===== config.mk =====
export PLATFORM = sky130hd
export DESIGN_NAME = srtf_scheduler_unit
export DESIGN_NICKNAME = d
export VERILOG_FILES = /design/src/rtl/core/srtf_pkg.sv /design/src/rtl/core/srtf_ctrl.sv /design/src/rtl/core/srtf_datapath.sv /design/src/rtl/core/srtf_scheduler_unit.sv
export SDC_FILE = /design/constraint.sdc
export NUM_CORES = 1
export LEC_CHECK = 0
export ABC_AREA = 1
export BUFFER_PORTS_ARGS = -buffer_cell sky130_fd_sc_hd__buf_2
export CAP_MARGIN = 30
export CORE_MARGIN = 1.5
export CORE_UTILIZATION = 46
export DETAILED_ROUTE_END_ITERATION = 10
export GPL_TIMING_DRIVEN = 1
export PLACE_DENSITY_LB_ADDON = 0.1
export SLEW_MARGIN = 15
export SYNTH_ARGS = -nofsm -noshare
export SYNTH_HDL_FRONTEND = slang
export SYNTH_SLANG_ARGS = --single-unit
export TNS_END_PERCENT = 10

===== constraint.sdc =====
create_clock -name clk -period 7.3 [get_ports clk]
set_input_delay 1.095 -clock clk [delete_from_list [all_inputs] [get_ports clk]]
set_output_delay 1.095 -clock clk [all_outputs]
set_load 0.02 [all_outputs]

===== src/rtl/core/srtf_pkg.sv =====
`timescale 1ns / 1ps

package srtf_pkg;

    localparam int MAX_JOBS  = 16;
    localparam int IDX_W     = (MAX_JOBS > 1) ? $clog2(MAX_JOBS) : 1;
    localparam int CNT_W     = $clog2(MAX_JOBS + 1);

    localparam int ID_W      = 16;
    localparam int ARR_W     = 16;
    localparam int BURST_W   = 12;
    localparam int TIME_W    = 32;
    localparam int SLOT_W    = 4;
    localparam int STATUS_W  = 2;

    localparam int IN_DATA_W  = 48;
    localparam int OUT_DATA_W = 120;

    localparam logic FUNC_LOAD = 1'b0;
    localparam logic FUNC_TICK = 1'b1;

    localparam logic [STATUS_W-1:0] ST_LOADED   = 2'd0;
    localparam logic [STATUS_W-1:0] ST_RAN      = 2'd1;
    localparam logic [STATUS_W-1:0] ST_IDLE     = 2'd2;
    localparam logic [STATUS_W-1:0] ST_REJECTED = 2'd3;

    localparam logic [TIME_W-1:0] TIME_MAX = {TIME_W{1'b1}};

    typedef enum logic [1:0] {
        S_IDLE,
        S_SCAN,
        S_UPDATE,
        S_EMIT
    } state_t;

    typedef struct packed {
        logic cap;
        logic scan;
        logic update;
        logic emit;
    } srtf_cmd_t;

    typedef struct packed {
        logic in_tick;
        logic scan_last;
        logic out_free;
    } srtf_stat_t;

endpackage


===== src/rtl/core/srtf_ctrl.sv =====
`timescale 1ns / 1ps

module srtf_ctrl
    import srtf_pkg::*;
(
    input  logic       clk,
    input  logic       rst_n,
    input  logic       s_tvalid,
    output logic       s_tready,
    input  srtf_stat_t stat,
    output srtf_cmd_t  cmd
);

    state_t state_reg;
    state_t state_next;

    always_ff @(posedge clk or negedge rst_n)
    begin
        if (!rst_n)
        begin
            state_reg <= S_IDLE;
        end
        else
        begin
            state_reg <= state_next;
        end
    end

    always_comb
    begin
        state_next = state_reg;
        unique case (state_reg)
            S_IDLE:
            begin
                if (s_tvalid)
                begin
                    state_next = stat.in_tick ? S_SCAN : S_UPDATE;
                end
            end
            S_SCAN:
            begin
                if (stat.scan_last)
                begin
                    state_next = S_UPDATE;
                end
            end
            S_UPDATE:
            begin
                state_next = S_EMIT;
            end
            S_EMIT:
            begin
                if (stat.out_free)
                begin
                    state_next = S_IDLE;
                end
            end
            default:
            begin
                state_next = S_IDLE;
            end
        endcase
    end

    always_comb
    begin
        s_tready   = 1'b0;
        cmd        = '0;
        unique case (state_reg)
            S_IDLE:
            begin
                s_tready = 1'b1;
                cmd.cap  = s_tvalid;
            end
            S_SCAN:
            begin
                cmd.scan = 1'b1;
            end
            S_UPDATE:
            begin
                cmd.update = 1'b1;
            end
            S_EMIT:
            begin
                cmd.emit = stat.out_free;
            end
            default:
            begin
                s_tready = 1'b0;
            end
        endcase
    end

endmodule


===== src/rtl/core/srtf_datapath.sv =====
`timescale 1ns / 1ps

module srtf_datapath
    import srtf_pkg::*;
(
    input  logic                  clk,
    input  logic                  rst_n,
    input  logic [IN_DATA_W-1:0]  s_tdata,
    input  logic                  s_tuser,
    output logic                  m_tvalid,
    input  logic                  m_tready,
    output logic [OUT_DATA_W-1:0] m_tdata,
    output logic [STATUS_W-1:0]   m_tuser,
    input  srtf_cmd_t             cmd,
    output srtf_stat_t            stat
);

    // Job table, one entry per slot; slots are filled in order and never reused.
    logic [ID_W-1:0]    id_mem    [MAX_JOBS];
    logic [ARR_W-1:0]   arr_mem   [MAX_JOBS];
    logic [BURST_W-1:0] rem_mem   [MAX_JOBS];
    logic [BURST_W-1:0] burst_mem [MAX_JOBS];
    logic [MAX_JOBS-1:0] done_reg;

    logic [CNT_W-1:0]   entry_count_reg;
    logic [CNT_W-1:0]   finished_count_reg;
    logic [TIME_W-1:0]  sim_now_reg;

    logic               func_reg;
    logic [ID_W-1:0]    in_id_reg;
    logic [ARR_W-1:0]   in_arr_reg;
    logic [BURST_W-1:0] in_burst_reg;

    logic [IDX_W-1:0]   scan_idx_reg;
    logic               found_reg;
    logic [IDX_W-1:0]   best_idx_reg;
    logic [BURST_W-1:0] best_rem_reg;
    logic [ARR_W-1:0]   best_arr_reg;
    logic [ID_W-1:0]    best_id_reg;
    logic [BURST_W-1:0] best_burst_reg;

    logic               load_ok_reg;
    logic [IDX_W-1:0]   load_slot_reg;
    logic               fin_reg;
    logic [TIME_W-1:0]  tat_reg;

    logic                  out_valid_reg;
    logic [STATUS_W-1:0]   out_status_reg;
    logic [SLOT_W-1:0]     out_slot_reg;
    logic [ID_W-1:0]       out_job_reg;
    logic [TIME_W-1:0]     out_time_reg;
    logic                  out_fin_reg;
    logic [TIME_W-1:0]     out_tat_reg;
    logic [TIME_W-1:0]     out_wt_reg;
    logic                  out_all_reg;

    logic               ent_ready;
    logic               ent_better;
    logic [BURST_W-1:0] ent_rem;
    logic [ARR_W-1:0]   ent_arr;
    logic               can_load;
    logic [IDX_W-1:0]   wr_slot;
    logic [BURST_W-1:0] rem_dec;
    logic [TIME_W-1:0]  sim_inc;
    logic [TIME_W-1:0]  tat_next;
    logic [TIME_W-1:0]  wt_val;

    assign ent_rem = rem_mem[scan_idx_reg];
    assign ent_arr = arr_mem[scan_idx_reg];

    // An entry is a candidate when it is loaded, unfinished and has arrived.
    assign ent_ready = ({1'b0, scan_idx_reg} < entry_count_reg)
                     && !done_reg[scan_idx_reg]
                     && ({{(TIME_W-ARR_W){1'b0}}, ent_arr} <= sim_now_reg);
    assign ent_better = !found_reg || (ent_rem < best_rem_reg)
                     || ((ent_rem == best_rem_reg) && (ent_arr < best_arr_reg));

    assign can_load = (entry_count_reg < CNT_W'(MAX_JOBS)) && (in_burst_reg != '0);
    assign wr_slot  = entry_count_reg[IDX_W-1:0];
    assign rem_dec  = best_rem_reg - BURST_W'(1);
    assign sim_inc  = (sim_now_reg == TIME_MAX) ? sim_now_reg : sim_now_reg + TIME_W'(1);
    assign tat_next = sim_inc - {{(TIME_W-ARR_W){1'b0}}, best_arr_reg};
    assign wt_val   = (tat_reg >= {{(TIME_W-BURST_W){1'b0}}, best_burst_reg})
                    ? tat_reg - {{(TIME_W-BURST_W){1'b0}}, best_burst_reg} : '0;

    assign stat.in_tick   = (s_tuser == FUNC_TICK);
    assign stat.scan_last = (scan_idx_reg == IDX_W'(MAX_JOBS - 1));
    assign stat.out_free  = !out_valid_reg || m_tready;

    always_ff @(posedge clk)
    begin
        if (cmd.update && (func_reg == FUNC_LOAD) && can_load)
        begin
            id_mem[wr_slot]    <= in_id_reg;
            arr_mem[wr_slot]   <= in_arr_reg;
            rem_mem[wr_slot]   <= in_burst_reg;
            burst_mem[wr_slot] <= in_burst_reg;
        end
        else if (cmd.update && (func_reg == FUNC_TICK) && found_reg)
        begin
            rem_mem[best_idx_reg] <= rem_dec;
        end
    end

    always_ff @(posedge clk or negedge rst_n)
    begin
        if (!rst_n)
        begin
            done_reg           <= '0;
            entry_count_reg    <= '0;
            finished_count_reg <= '0;
            sim_now_reg        <= '0;
            scan_idx_reg       <= '0;
            found_reg          <= 1'b0;
            out_valid_reg      <= 1'b0;
        end
        else
        begin
            if (cmd.cap)
            begin
                scan_idx_reg <= '0;
                found_reg    <= 1'b0;
            end
            else if (cmd.scan)
            begin
                scan_idx_reg <= scan_idx_reg + IDX_W'(1);
                if (ent_ready && ent_better)
                begin
                    found_reg <= 1'b1;
                end
            end

            if (cmd.update)
            begin
                if (func_reg == FUNC_LOAD)
                begin
                    if (can_load)
                    begin
                        done_reg[wr_slot] <= 1'b0;
                        entry_count_reg   <= entry_count_reg + CNT_W'(1);
                    end
                end
                else
                begin
                    sim_now_reg <= sim_inc;
                    if (found_reg && (rem_dec == '0))
                    begin
                        done_reg[best_idx_reg] <= 1'b1;
                        finished_count_reg     <= finished_count_reg + CNT_W'(1);
                    end
                end
            end

            if (cmd.emit)
            begin
                out_valid_reg <= 1'b1;
            end
            else if (m_tready)
            begin
                out_valid_reg <= 1'b0;
            end
        end
    end

    always_ff @(posedge clk)
    begin
        if (cmd.cap)
        begin
            func_reg     <= s_tuser;
            in_id_reg    <= s_tdata[ID_W-1:0];
            in_arr_reg   <= s_tdata[ID_W+ARR_W-1:ID_W];
            in_burst_reg <= s_tdata[ID_W+ARR_W+BURST_W-1:ID_W+ARR_W];
        end

        if (cmd.scan && ent_ready && ent_better)
        begin
            best_idx_reg   <= scan_idx_reg;
            best_rem_reg   <= ent_rem;
            best_arr_reg   <= ent_arr;
            best_id_reg    <= id_mem[scan_idx_reg];
            best_burst_reg <= burst_mem[scan_idx_reg];
        end

        if (cmd.update)
        begin
            load_ok_reg   <= can_load;
            load_slot_reg <= wr_slot;
            fin_reg       <= found_reg && (rem_dec == '0);
            tat_reg       <= tat_next;
        end

        if (cmd.emit)
        begin
            out_time_reg <= sim_now_reg;
            out_all_reg  <= (finished_count_reg == entry_count_reg);
            out_fin_reg  <= 1'b0;
            out_tat_reg  <= '0;
            out_wt_reg   <= '0;
            if (func_reg == FUNC_LOAD)
            begin
                out_status_reg <= load_ok_reg ? ST_LOADED : ST_REJECTED;
                out_slot_reg   <= load_ok_reg ? SLOT_W'(load_slot_reg) : '0;
                out_job_reg    <= in_id_reg;
            end
            else if (found_reg)
            begin
                out_status_reg <= ST_RAN;
                out_slot_reg   <= SLOT_W'(best_idx_reg);
                out_job_reg    <= best_id_reg;
                out_fin_reg    <= fin_reg;
                if (fin_reg)
                begin
                    out_tat_reg <= tat_reg;
                    out_wt_reg  <= wt_val;
                end
            end
            else
            begin
                out_status_reg <= ST_IDLE;
                out_slot_reg   <= '0;
                out_job_reg    <= '0;
            end
        end
    end

    assign m_tvalid = out_valid_reg;
    assign m_tuser  = out_status_reg;
    assign m_tdata  = {2'b00, out_all_reg, out_wt_reg, out_tat_reg, out_fin_reg,
                       out_time_reg, out_job_reg, out_slot_reg};

endmodule


===== src/rtl/core/srtf_scheduler_unit.sv =====
`timescale 1ns / 1ps

// Shortest-remaining-time-first job scheduler.
// Input stream (s_*): one request per item. s_tuser selects the function,
// 0 loads a job into the next free slot or refuses it, 1 advances time by one tick.
// Output stream (m_*): exactly one result per request, status in m_tuser.
// A load is captured, updates the table in the update state and has its result
// placed in the output register in the emit state. A tick is captured, scans the
// 16-entry job table one entry per cycle, then updates and emits. One request is
// worked on at a time, and the next is accepted once the current result sits in
// the output register.
// When the receiver stalls, the result is held in the output register and
// the following request completes its work, then waits until the register
// is free before its result is written.
// Reset empties the job table and clears the time counter and all counts; the
// block then accepts requests as soon as reset is released.
module srtf_scheduler_unit
    import srtf_pkg::*;
(
    input  logic                  clk,
    input  logic                  rst_n,
    input  logic                  s_tvalid,
    output logic                  s_tready,
    // job_id[15:0], arrival[31:16], burst[43:32], zero fill [47:44]
    input  logic [IN_DATA_W-1:0]  s_tdata,
    // func[0]
    input  logic                  s_tuser,
    output logic                  m_tvalid,
    input  logic                  m_tready,
    // slot[3:0], job_out[19:4], finish_time[51:20], finished[52],
    // turnaround[84:53], waiting[116:85], all_finished[117], zero fill [119:118]
    output logic [OUT_DATA_W-1:0] m_tdata,
    // status[1:0]
    output logic [STATUS_W-1:0]   m_tuser
);

    srtf_cmd_t  cmd;
    srtf_stat_t stat;

    srtf_ctrl u_ctrl (
        .clk      (clk),
        .rst_n    (rst_n),
        .s_tvalid (s_tvalid),
        .s_tready (s_tready),
        .stat     (stat),
        .cmd      (cmd)
    );

    srtf_datapath u_datapath (
        .clk      (clk),
        .rst_n    (rst_n),
        .s_tdata  (s_tdata),
        .s_tuser  (s_tuser),
        .m_tvalid (m_tvalid),
        .m_tready (m_tready),
        .m_tdata  (m_tdata),
        .m_tuser  (m_tuser),
        .cmd      (cmd),
        .stat     (stat)
    );

endmodule


Yosys cells after proc, flatten, opt, wreduce, memory -nomap -nowiden
Memory sizes are Yosys's and may differ from the RTL's. A register that Yosys moved wholly into a read port is not among the register bits.
Cells that the tools add are included.
- memories kept: 4
- output and inout bits: 124
- register bits after elaboration: 301
- logic and storage cells: 144
- bits in writable memories: 896
- input bits: 53
- memory list (name ; depth ; width ; read ports ; clocked after memory_dff ; wr ports ; RTL line ; text):
    u_datapath.arr_mem ; 16 ; 16 ; 1 ; 0 ; 1 ; srtf_datapath.sv:20 ; logic [ARR_W-1:0] arr_mem [MAX_JOBS];
    u_datapath.id_mem ; 16 ; 16 ; 1 ; 1 ; 1 ; srtf_datapath.sv:19 ; logic [ID_W-1:0] id_mem [MAX_JOBS];
    u_datapath.burst_mem ; 16 ; 12 ; 1 ; 1 ; 1 ; srtf_datapath.sv:22 ; logic [BURST_W-1:0] burst_mem [MAX_JOBS];
    u_datapath.rem_mem ; 16 ; 12 ; 1 ; 0 ; 1 ; srtf_datapath.sv:21 ; logic [BURST_W-1:0] rem_mem [MAX_JOBS];
- add/sub/neg operators: 7
- equality and inequality tests: 11
- mux-type cells: 43
- reductions and logical operators: 37
- $lt $le $gt $ge: 11
- bitwise operators: 4
- operators by type and width (cell ; number):
    two-way mux 16 bit ; 5
    adder 32 x 1 -> 32 bit, second input constant ; 1
    equality test 32 bit, second input constant ; 1
    >= comparator 32 x 12 -> 1 bit ; 1
    <= comparator 16 x 32 -> 1 bit ; 1
    two-way mux 32 bit ; 1
    subtractor 32 x 12 -> 32 bit ; 1
    subtractor 32 x 16 -> 32 bit ; 1
    two-way mux 4 bit ; 6
    two-way mux 1 bit ; 19
    bitwise AND 16 bit ; 1
    less-than comparator 16 bit ; 1
    NOT 16 bit ; 1
    OR 16 bit ; 1
    less-than comparator 4 x 5 -> 1 bit, second input constant ; 3
    AND reduction 3 bit ; 5
    logical AND 1 bit ; 14
    two-way mux 2 bit ; 7
    equality test 12 bit ; 1
    zero test 12 bit ; 1
    less-than comparator 12 bit ; 1
    two-way mux 12 bit ; 1
    nonzero test 12 bit ; 1
    OR reduction 12 bit ; 1
    22 further kinds ; 37

Logic depth before layout (Yosys ltp)
Gate-level depths: netlist of run 1.
- depth in word-level cells: 9
- depth in mapped cells: 24
- depth with buffers taken out: 24

Cells and area by module
From an unflattened synthesis of run 1, not the netlist that was laid out.
- cells, all modules: 4184
- area, all modules: 51229.1 µm²
- by module, submodules not included (module ; instances ; area an instance (µm²) ; cells each ; sequential area each (µm²)):
    srtf_datapath ; 1 ; 51017.7 ; 4150 ; 36404.9
    srtf_ctrl ; 1 ; 211.5 ; 34 ; 50.0

Worst setup path after synthesis of run 1
No wires, ideal clock.
- path kind: in2reg
- from: input port m_tready
- to: register u_datapath.out_status_reg[0], in the netlist u_datapath.m_tuser[0], enable pin
- stages on the path: 2
- path slack: -0.224 ns
- arrival time: 6.885 ns
- setup time: 0.639 ns
- buffers on the path: 0
- data required time: 6.661 ns
- cells stage by stage: inv_1 -> a21oi_1
- RTL lines (what ; RTL line ; text):
    from (decl) ; srtf_scheduler_unit.sv:29 ; input logic m_tready,
    to (signal assigned) ; srtf_datapath.sv:201 ; out_status_reg <= load_ok_reg ? ST_LOADED : ST_REJECTED;
    to (decl) ; srtf_datapath.sv:48 ; logic [STATUS_W-1:0] out_status_reg;

Final worst setup path of run 1
- from: register u_datapath.scan_idx_reg[1]
- to: register u_datapath.best_id_reg[9], read port of u_datapath.id_mem, enable pin
- elaborated cells on any way between the ends: 17
- classes of those cells: order compare (4); eq/ne (1); mux (2); reduce/logical (8); memory (2)
- RTL lines (what ; RTL line ; text):
    from (decl) ; srtf_datapath.sv:34 ; logic [IDX_W-1:0] scan_idx_reg;
    from (signal assigned) ; srtf_datapath.sv:126 ; scan_idx_reg <= scan_idx_reg + IDX_W'(1);
    memory read (16 x 16 bit) * ; -- ;
    net u_datapath.ent_arr[2] ; srtf_datapath.sv:60 ; logic [ARR_W-1:0] ent_arr;
    <= comparator 16 x 32 -> 1 bit / less-than comparator 16 bit (equally long branches) ; srtf_datapath.sv:74, srtf_datapath.sv:76 ;
    logical AND 1 bit, on equally long branches ; srtf_datapath.sv:74, srtf_datapath.sv:76 ;
    logical AND 1 bit / logical OR 1 bit (equally long branches) ; srtf_datapath.sv:175, srtf_datapath.sv:76 ;
    logical AND 1 bit * ; srtf_datapath.sv:175 ; if (cmd.scan && ent_ready && ent_better)
    to (decl) ; srtf_datapath.sv:39 ; logic [ID_W-1:0] best_id_reg;
Mark *: on every way through the listed nets, which the timed path passes. The rest lies on a longest branch. The select of a mux whose other input is x is not followed.
A chain may end at the register's enable or synchronous reset.

==> key figures, run 1 <==
Logic synthesis
  • Ys Warns: 0
  • Area of the mapped netlist: between 50000 and 60000 um2
  • Area contributors post-synth: edfxtp_1 68%, o21ai_0 5.3%, nor2_1 4.8%
  • Top post-synthesis cells by count: 1159 x edfxtp_1, 657 x nor2_1, 546 x o21ai_0
  • Flops & latches, synth: approximately 1200
  • Count leader, synth: edfxtp_1
  • Syn avg cell area: 12.3 um2
  • Number of distinct library cells after synthesis: 57
  • Synth async-reset ratio: under 10%
  • Synth area leader: edfxtp_1
  • Post-synth top area share: approximately two thirds
  • Syn Inst Count: 4166
  • Ys flop type: edfxtp_1
  • Post-synth EDFFs: between 1000 and 1500
  • Register area share after synthesis: around 70%

Clock tree
  • Clock slew at reported path FFs: roughly 0.06 ns
  • Cts bufs inserted: approximately 130
  • Clock sinks: 1225
  • H-tree depth: 4
  • Post-CTS setup buffers: 0
  • Root buf cell: clkbuf_16
  • Clk_lat worst skew: between 0.7 and 0.8 ns
  • Hold Buf Count CTS: 0
  • CTS tree: yes
  • CTS max path bufs: 3
  • Post-CTS resize count: 0

Setup path
  • Setup CP Type: flop to flop
  • Worst Path Arrival: around 5.4 ns
  • Max FO, Critical Path: 64
  • Reg2Reg Setup Slack: between 2 and 2.5 ns
  • Startpoint Class: flop
  • Crit end category: flop
  • Worst Path Required: 7.66 ns

Route
  • Drt first pass iters: 5
  • Post-DRT Antenna Nets: 0
  • Total wire length: between 100000 and 150000 um
  • Vias per cell: roughly 5.5
  • WL/cell: between 20 and 25 um
  • Drt drc: 0
  • Starting DRT DRC Count: ~2900
  • Overall via count from detail_route: 32900

STA
  • Worst rel slew slack: between 30% and 40%
  • Final setup violation count: 0
  • Hold Vio Cnt, Final: 0
  • TNS Setup: 0 ns
  • Minimum clock period after layout: roughly 5 ns
  • Worst-margin pin slew: between 0.9 and 1 ns
  • Fmax: roughly 200 MHz
  • Tcrit/Tclk final: a little under 70%
  • Hold_ws: roughly 0.21 ns
  • RSZ-0062 raised after global routing: false
  • Clock skew: between 0.03 and 0.04 ns
  • Max-slew violations: 0

Floorplanning
  • Die area: around 110000 um2
  • Core ar.: 111000 um2
  • Boundary pin count: between 150 and 200
  • Die height: 337 um
  • Die width: around 340 um
  • Starting Density: 46.3%
  • Std cell rows: about 120

GRT
  • Busiest grt layer: met2
  • Gr usage total: roughly a quarter
  • Grt ovf: 0
  • Largest net degree at the start of global routing: 179
  • First-pass GRT wire length: between 200000 and 250000 um
  • Number of global-route vias before repair: around 32000
  • Met3 GRT Util: approximately 3.2%
  • Initial antenna violation count: 2
  • GR met2 Demand/Resource: around two fifths
  • GR Util met1: 33.8%

Finish
  • Area growth from synthesis to layout: 13.9%
  • Share of cells above drive strength 1: between 10% and 20%
  • Finished Layout Cells: just under 6000
  • Fin nets: between 4000 and 5000
  • Final non-filler cell area: 58300 um2
  • Biggest regs: u_datapath.arr_mem x256, u_datapath.id_mem x256
  • Antenna diode count: 0

Status
  • Outcome: finished, final reports clean

Placed design
  • IO buf count: 170
  • Placed cells: 5700
  • RD Place Congestion: 0.875
  • HPWL after detailed placement: between 70000 and 80000 um
  • Placed cell area: 54100 um2

Power
  • PwrDens: approximately 380 nW/um2
  • VDD IR max: 0.271 mV
  • Leakage: 20.8 nW

Job
  • Max-cap viol count: 0

Hold path
  • Hold crit path type: primary input to async pin
path summary, 6_finish.rpt:
path	depth (start not counted)	start	endpoint
max in group asynchronous	2	rst_n	u_datapath.scan_idx_reg[2]
min in group clk	2	u_datapath.done_reg[5]	u_datapath.done_reg[5]
setup reg to reg	16	u_datapath.scan_idx_reg[1]	u_datapath.best_id_reg[9]
hold reg to reg	2	u_datapath.done_reg[5]	u_datapath.done_reg[5]
setup / recovery	16	u_datapath.scan_idx_reg[1]	u_datapath.best_id_reg[9]
hold / removal	1	rst_n	u_datapath.sim_now_reg[20]
area by class of cell:
type | instances | area, um2
tap | 1488 | 1860
multi-input combinational | 2479 | 13100
clock inverter | 67 | 587
clock buffer | 165 | 3600
fill | 9534 | 52200
inverter | 249 | 950
timing repair buffer | 260 | 1770
sequential | 1225 | 36500
cell families (layout without fill, tap and decap cells):
group,Yosys count,in the layout,synth area share [%]
buffers and inverters,463,741,3.54
DFF,1225,1225,71.2
xor gates and xnor gates,74,74,1.28
adders and majority gates,89,89,2.20
AOI/OAI and AO/OA,931,931,10.5
other,1,2,0.00733
and+or+nand+nor,1383,1383,11.3
stage by stage:
stage                     power [mW]  utilization (%)  setup slack [ns]
after detailed placement        15.6             48.9              2.28
after floorplan                 13.3                -             0.515
after global routing            23.1             52.8              1.95
after global placement          15.5             48.7              2.21
after CTS                       22.1             52.7              2.27
final                           21.9             52.8              2.28
metal layers:
| metal | share of wire (%) | up-vias |
|---|---|---|
| met5 | 0 | - |
| met4 | 2.2 | 0 |
| met3 | 5.3 | 175 |
| met2 | 48 | 1030 |
| met1 | 45 | 16200 |
| li1 | - | 15400 |
where the power goes:
group / internal, mW / switching, mW
clock: 3.78 / 2.68
combinational: 1.76 / 4.46
sequential: 8.74 / 0.520
total: 14.3 / 7.66
cell usage in the layout, fill, tap and decap left out, types with 4 or more instances in the layout:
cell type  netlist  layout
edfxtp_1      1159    1159
o22ai_1        133     133
nor3_1          32      24
nor3_2           3      11
a22o_1          17      17
dfrtp_1         66      63
clkbuf_1       165      22
clkbuf_16        0     138
nand3_1        157     157
buf_2           31     169
a31oi_1          4       4
clkinv_2         0      23
o21ai_1          4       6
a211oi_1         5       5
buf_4            4      77
nand4_1         24      24
o21ai_0        546     544
inv_2            8       9
xor2_1          64      64
clkinv_8         0       5
or2_2            6       6
o221ai_1        89      89
clkbuf_8         0       5
buf_12           0       5
ha_1            87      86
nor2_2           6       6
nor4_1          11      10
nand2_1        458     458
bufinv_16        0       8
inv_1          238     233
xnor2_1          9       9
nor2_4           7      15
inv_6            0       5
nor2_1         657     649
nand2_2          5       5
buf_16           0       9
a21o_1           4       4
o211ai_1        27      27
clkinv_1         3      28
a21oi_1         90      88
worst max-delay path, cell delays in order, from the launching register on:
cell and delay [ns]:
dfrtp_4 0.83, inv_6 0.37, buf_16 0.33, o21ai_0 0.12, o22ai_1 0.09, o211ai_1 0.18, nand3_1 0.51, ha_1 0.50
nand2_1 0.08, o21ai_0 0.08, nor2b_1 0.13, o21ai_0 0.21, o211ai_1 0.13, nand2_1 0.14, nand2_1 0.12, a21oi_4 0.14
buf_4 0.54
Power figures use the tool's default switching activity.
==> run 2, diff against run 1 <==
==> constraint.sdc (replaced) <==
create_clock -name clk -period 4.6 [get_ports clk]
set_input_delay 0.69 -clock clk [delete_from_list [all_inputs] [get_ports clk]]
set_output_delay 0.69 -clock clk [all_outputs]
set_load 0.02 [all_outputs]
==> run 2 against run 1 <==
  * Via count is 0.37% higher
  * Sequential share of layout area is 0.66 points lower
  * Clock skew is 0.0074 ns lower
  * Critical path type unchanged
  * Critical endpoint is now u_datapath.tat_reg[28]
==> key figures, run 2 (synthesis results as in run 1) <==
Clock tree
  • Post-CTS resize count: 0
  • Hold Buf Count CTS: 1
  • Clock slew at reported path FFs: approximately 0.06 ns
  • CTS max path bufs: 3
  • Clk_lat worst skew: between 0.7 and 0.8 ns
  • Root buf cell: clkbuf_16
  • Post-CTS setup buffers: 0
  • CTS tree: yes
  • H-tree depth: 4
  • Clock sinks: between 1000 and 1500
  • Cts bufs inserted: around 130

STA
  • Minimum clock period after layout: between 4 and 5 ns
  • Final setup violation count: 0
  • Worst-margin pin slew: about 0.96 ns
  • Tcrit/Tclk final: between 90% and 100%
  • TNS Setup: 0 ns
  • RSZ-0062 raised after global routing: false
  • Clock skew: about 0.024 ns
  • Hold Vio Cnt, Final: 0
  • Fmax: 241 MHz
  • Worst rel slew slack: 35.3%
  • Max-slew violations: 0
  • PnR worst setup slack: around 0.46 ns

Route
  • Detail Route met3 WL: around 7600 um
  • Metal2 WL: roughly 63000 um
  • Highest routed layer: met5
  • Starting DRT DRC Count: 2924
  • WL/cell: ~23 um
  • Post-DRT Antenna Nets: 0
  • Drt first pass iters: 5
  • Total wire length: 136000 um
  • Overall via count from detail_route: ~33000
  • Met1 WL: around 62000 um
  • Drt drc: 0
  • Vias per cell: approximately 5.5

Power
  • PwrDens: approximately 600 nW/um2
  • VDD IR max: 0.420 mV
  • Total power draw: roughly 35 mW
  • Leakage: ~21 nW

Setup path
  • Worst Path Arrival: 4.63 ns
  • Setup CP Type: flop to flop
  • Max FO, Critical Path: 5
  • Startpoint Class: flop
  • Crit end category: flop
  • Worst Path Required: slightly above 5 ns

Floorplanning
  • Die width: roughly 340 um
  • Starting Density: between 40% and 50%
  • Boundary pin count: 177
  • Std cell rows: about 120
  • Core ar.: ~110000 um2
  • Die area: roughly 110000 um2
  • Die height: roughly 340 um

Finish
  • Commonest non-fill, non-tap cell in the layout: edfxtp_1
  • Area growth from synthesis to layout: 15.1%
  • Biggest regs: u_datapath.arr_mem x256, u_datapath.id_mem x256
  • Final non-filler cell area: roughly 59000 um2
  • Commonest cells after routing, fill and taps aside: 1159 x edfxtp_1, 649 x nor2_1, 546 x o21ai_0, 458 x nand2_1, 233 x inv_1
  • Share of cells above drive strength 1: 12.7%
  • Fin nets: 4532
  • Fill cell count: ~9600
  • Antenna diode count: 0

GRT
  • Number of global-route vias before repair: roughly 32000
  • Largest net degree at the start of global routing: between 150 and 200
  • Initial antenna violation count: 5
  • First-pass GRT wire length: 201000 um
  • Gr usage total: around a quarter
  • Grt ovf: 0

Placed design
  • Placed cell area: 54600 um2
  • HPWL after detailed placement: 80100 um
  • IO buf count: 170
  • Pre-CTS setup slack: ~0.53 ns
  • RD Place Congestion: roughly 0.9

Status
  • Outcome: finished, final reports clean

Hold path
  • Hold crit path type: primary input to flop

Job
  • Max-cap viol count: 0
## run 2: cell types whose count changed in the layout (fill, tap and decap cells not counted), moves of 2 or more
cell,delta
buf_12,+27
buf_4,+23
buf_16,-9
clkbuf_1,+7
bufinv_16,+5
clkinvlp_4,+3
clkbuf_8,-2
clkinv_1,-2
inv_6,+2
o21ai_0,+2
o21ai_1,-2
## run 2: cell type report
class / count / area, um2 / share of cell area, %
Clock inverter: 73 / 748 / 1.27
Sequential cell: 1225 / 36500 / 61.9
Clock buffer: 169 / 3580 / 6.07
Timing Repair Buffer: 302 / 2250 / 3.81
Inverter: 249 / 950 / 1.61
Tap cell: 1488 / 1860 / 3.16
Multi-Input combinational cell: 2479 / 13100 / 22.2
## run 2: worst paths after layout
kind                       slack, ns                      start                    endpoint  cells after the start
setup / recovery                0.46  u_datapath.sim_now_reg[1]      u_datapath.tat_reg[28]                     23
setup reg to reg                0.46  u_datapath.sim_now_reg[1]      u_datapath.tat_reg[28]                     23
hold reg to reg                 0.48     u_datapath.done_reg[5]      u_datapath.done_reg[5]                      2
hold / removal                  0.11                s_tdata[23]    u_datapath.in_arr_reg[7]                      1
min in group asynchronous       0.45                      rst_n  u_datapath.sim_now_reg[15]                      2
max in group asynchronous       3.17                      rst_n  u_datapath.scan_idx_reg[2]                      3
## run 2: critical path: stages, from the launching register on
cell and delay [ns]:
dfrtp_1 0.36, ha_1 0.25, inv_2 0.09, nor3_4 0.32, nand2_4 0.13, nor2_1 0.11, nand2_1 0.05, nor3_1 0.13
nand2_1 0.07, inv_1 0.12, nor3_1 0.06, a21oi_1 0.30, ha_1 0.36, a21o_1 0.23, a21oi_1 0.12, nand2_1 0.10
a21boi_1 0.20, o21ai_0 0.16, a21oi_1 0.26, nand2_1 0.13, nor2_4 0.16, nand2_1 0.07, nand2_1 0.05, nand2_1 0.06
## run 2: per-layer routing
metal,up-vias,global-route usage [%]
met1,16300,34.1
met5,-,0
met2,948,38.4
li1,15500,-
met4,2,6.84
met3,191,3.36
## run 2: power breakdown
part           switching [mW]  internal [mW]
registers               0.636           13.9
clock network            4.37           6.25
logic                    7.30           3.00
## run 2: stage by stage
step	hold WS, ns	std cells	utilization [%]
after floorplan	0.394	4167	-
after global placement	0.461	5741	49.4
after detailed placement	0.461	5741	49.4
after CTS	0.0580	5984	53.3
after global routing	0.0840	5985	53.3
final	0.107	5985	53.3
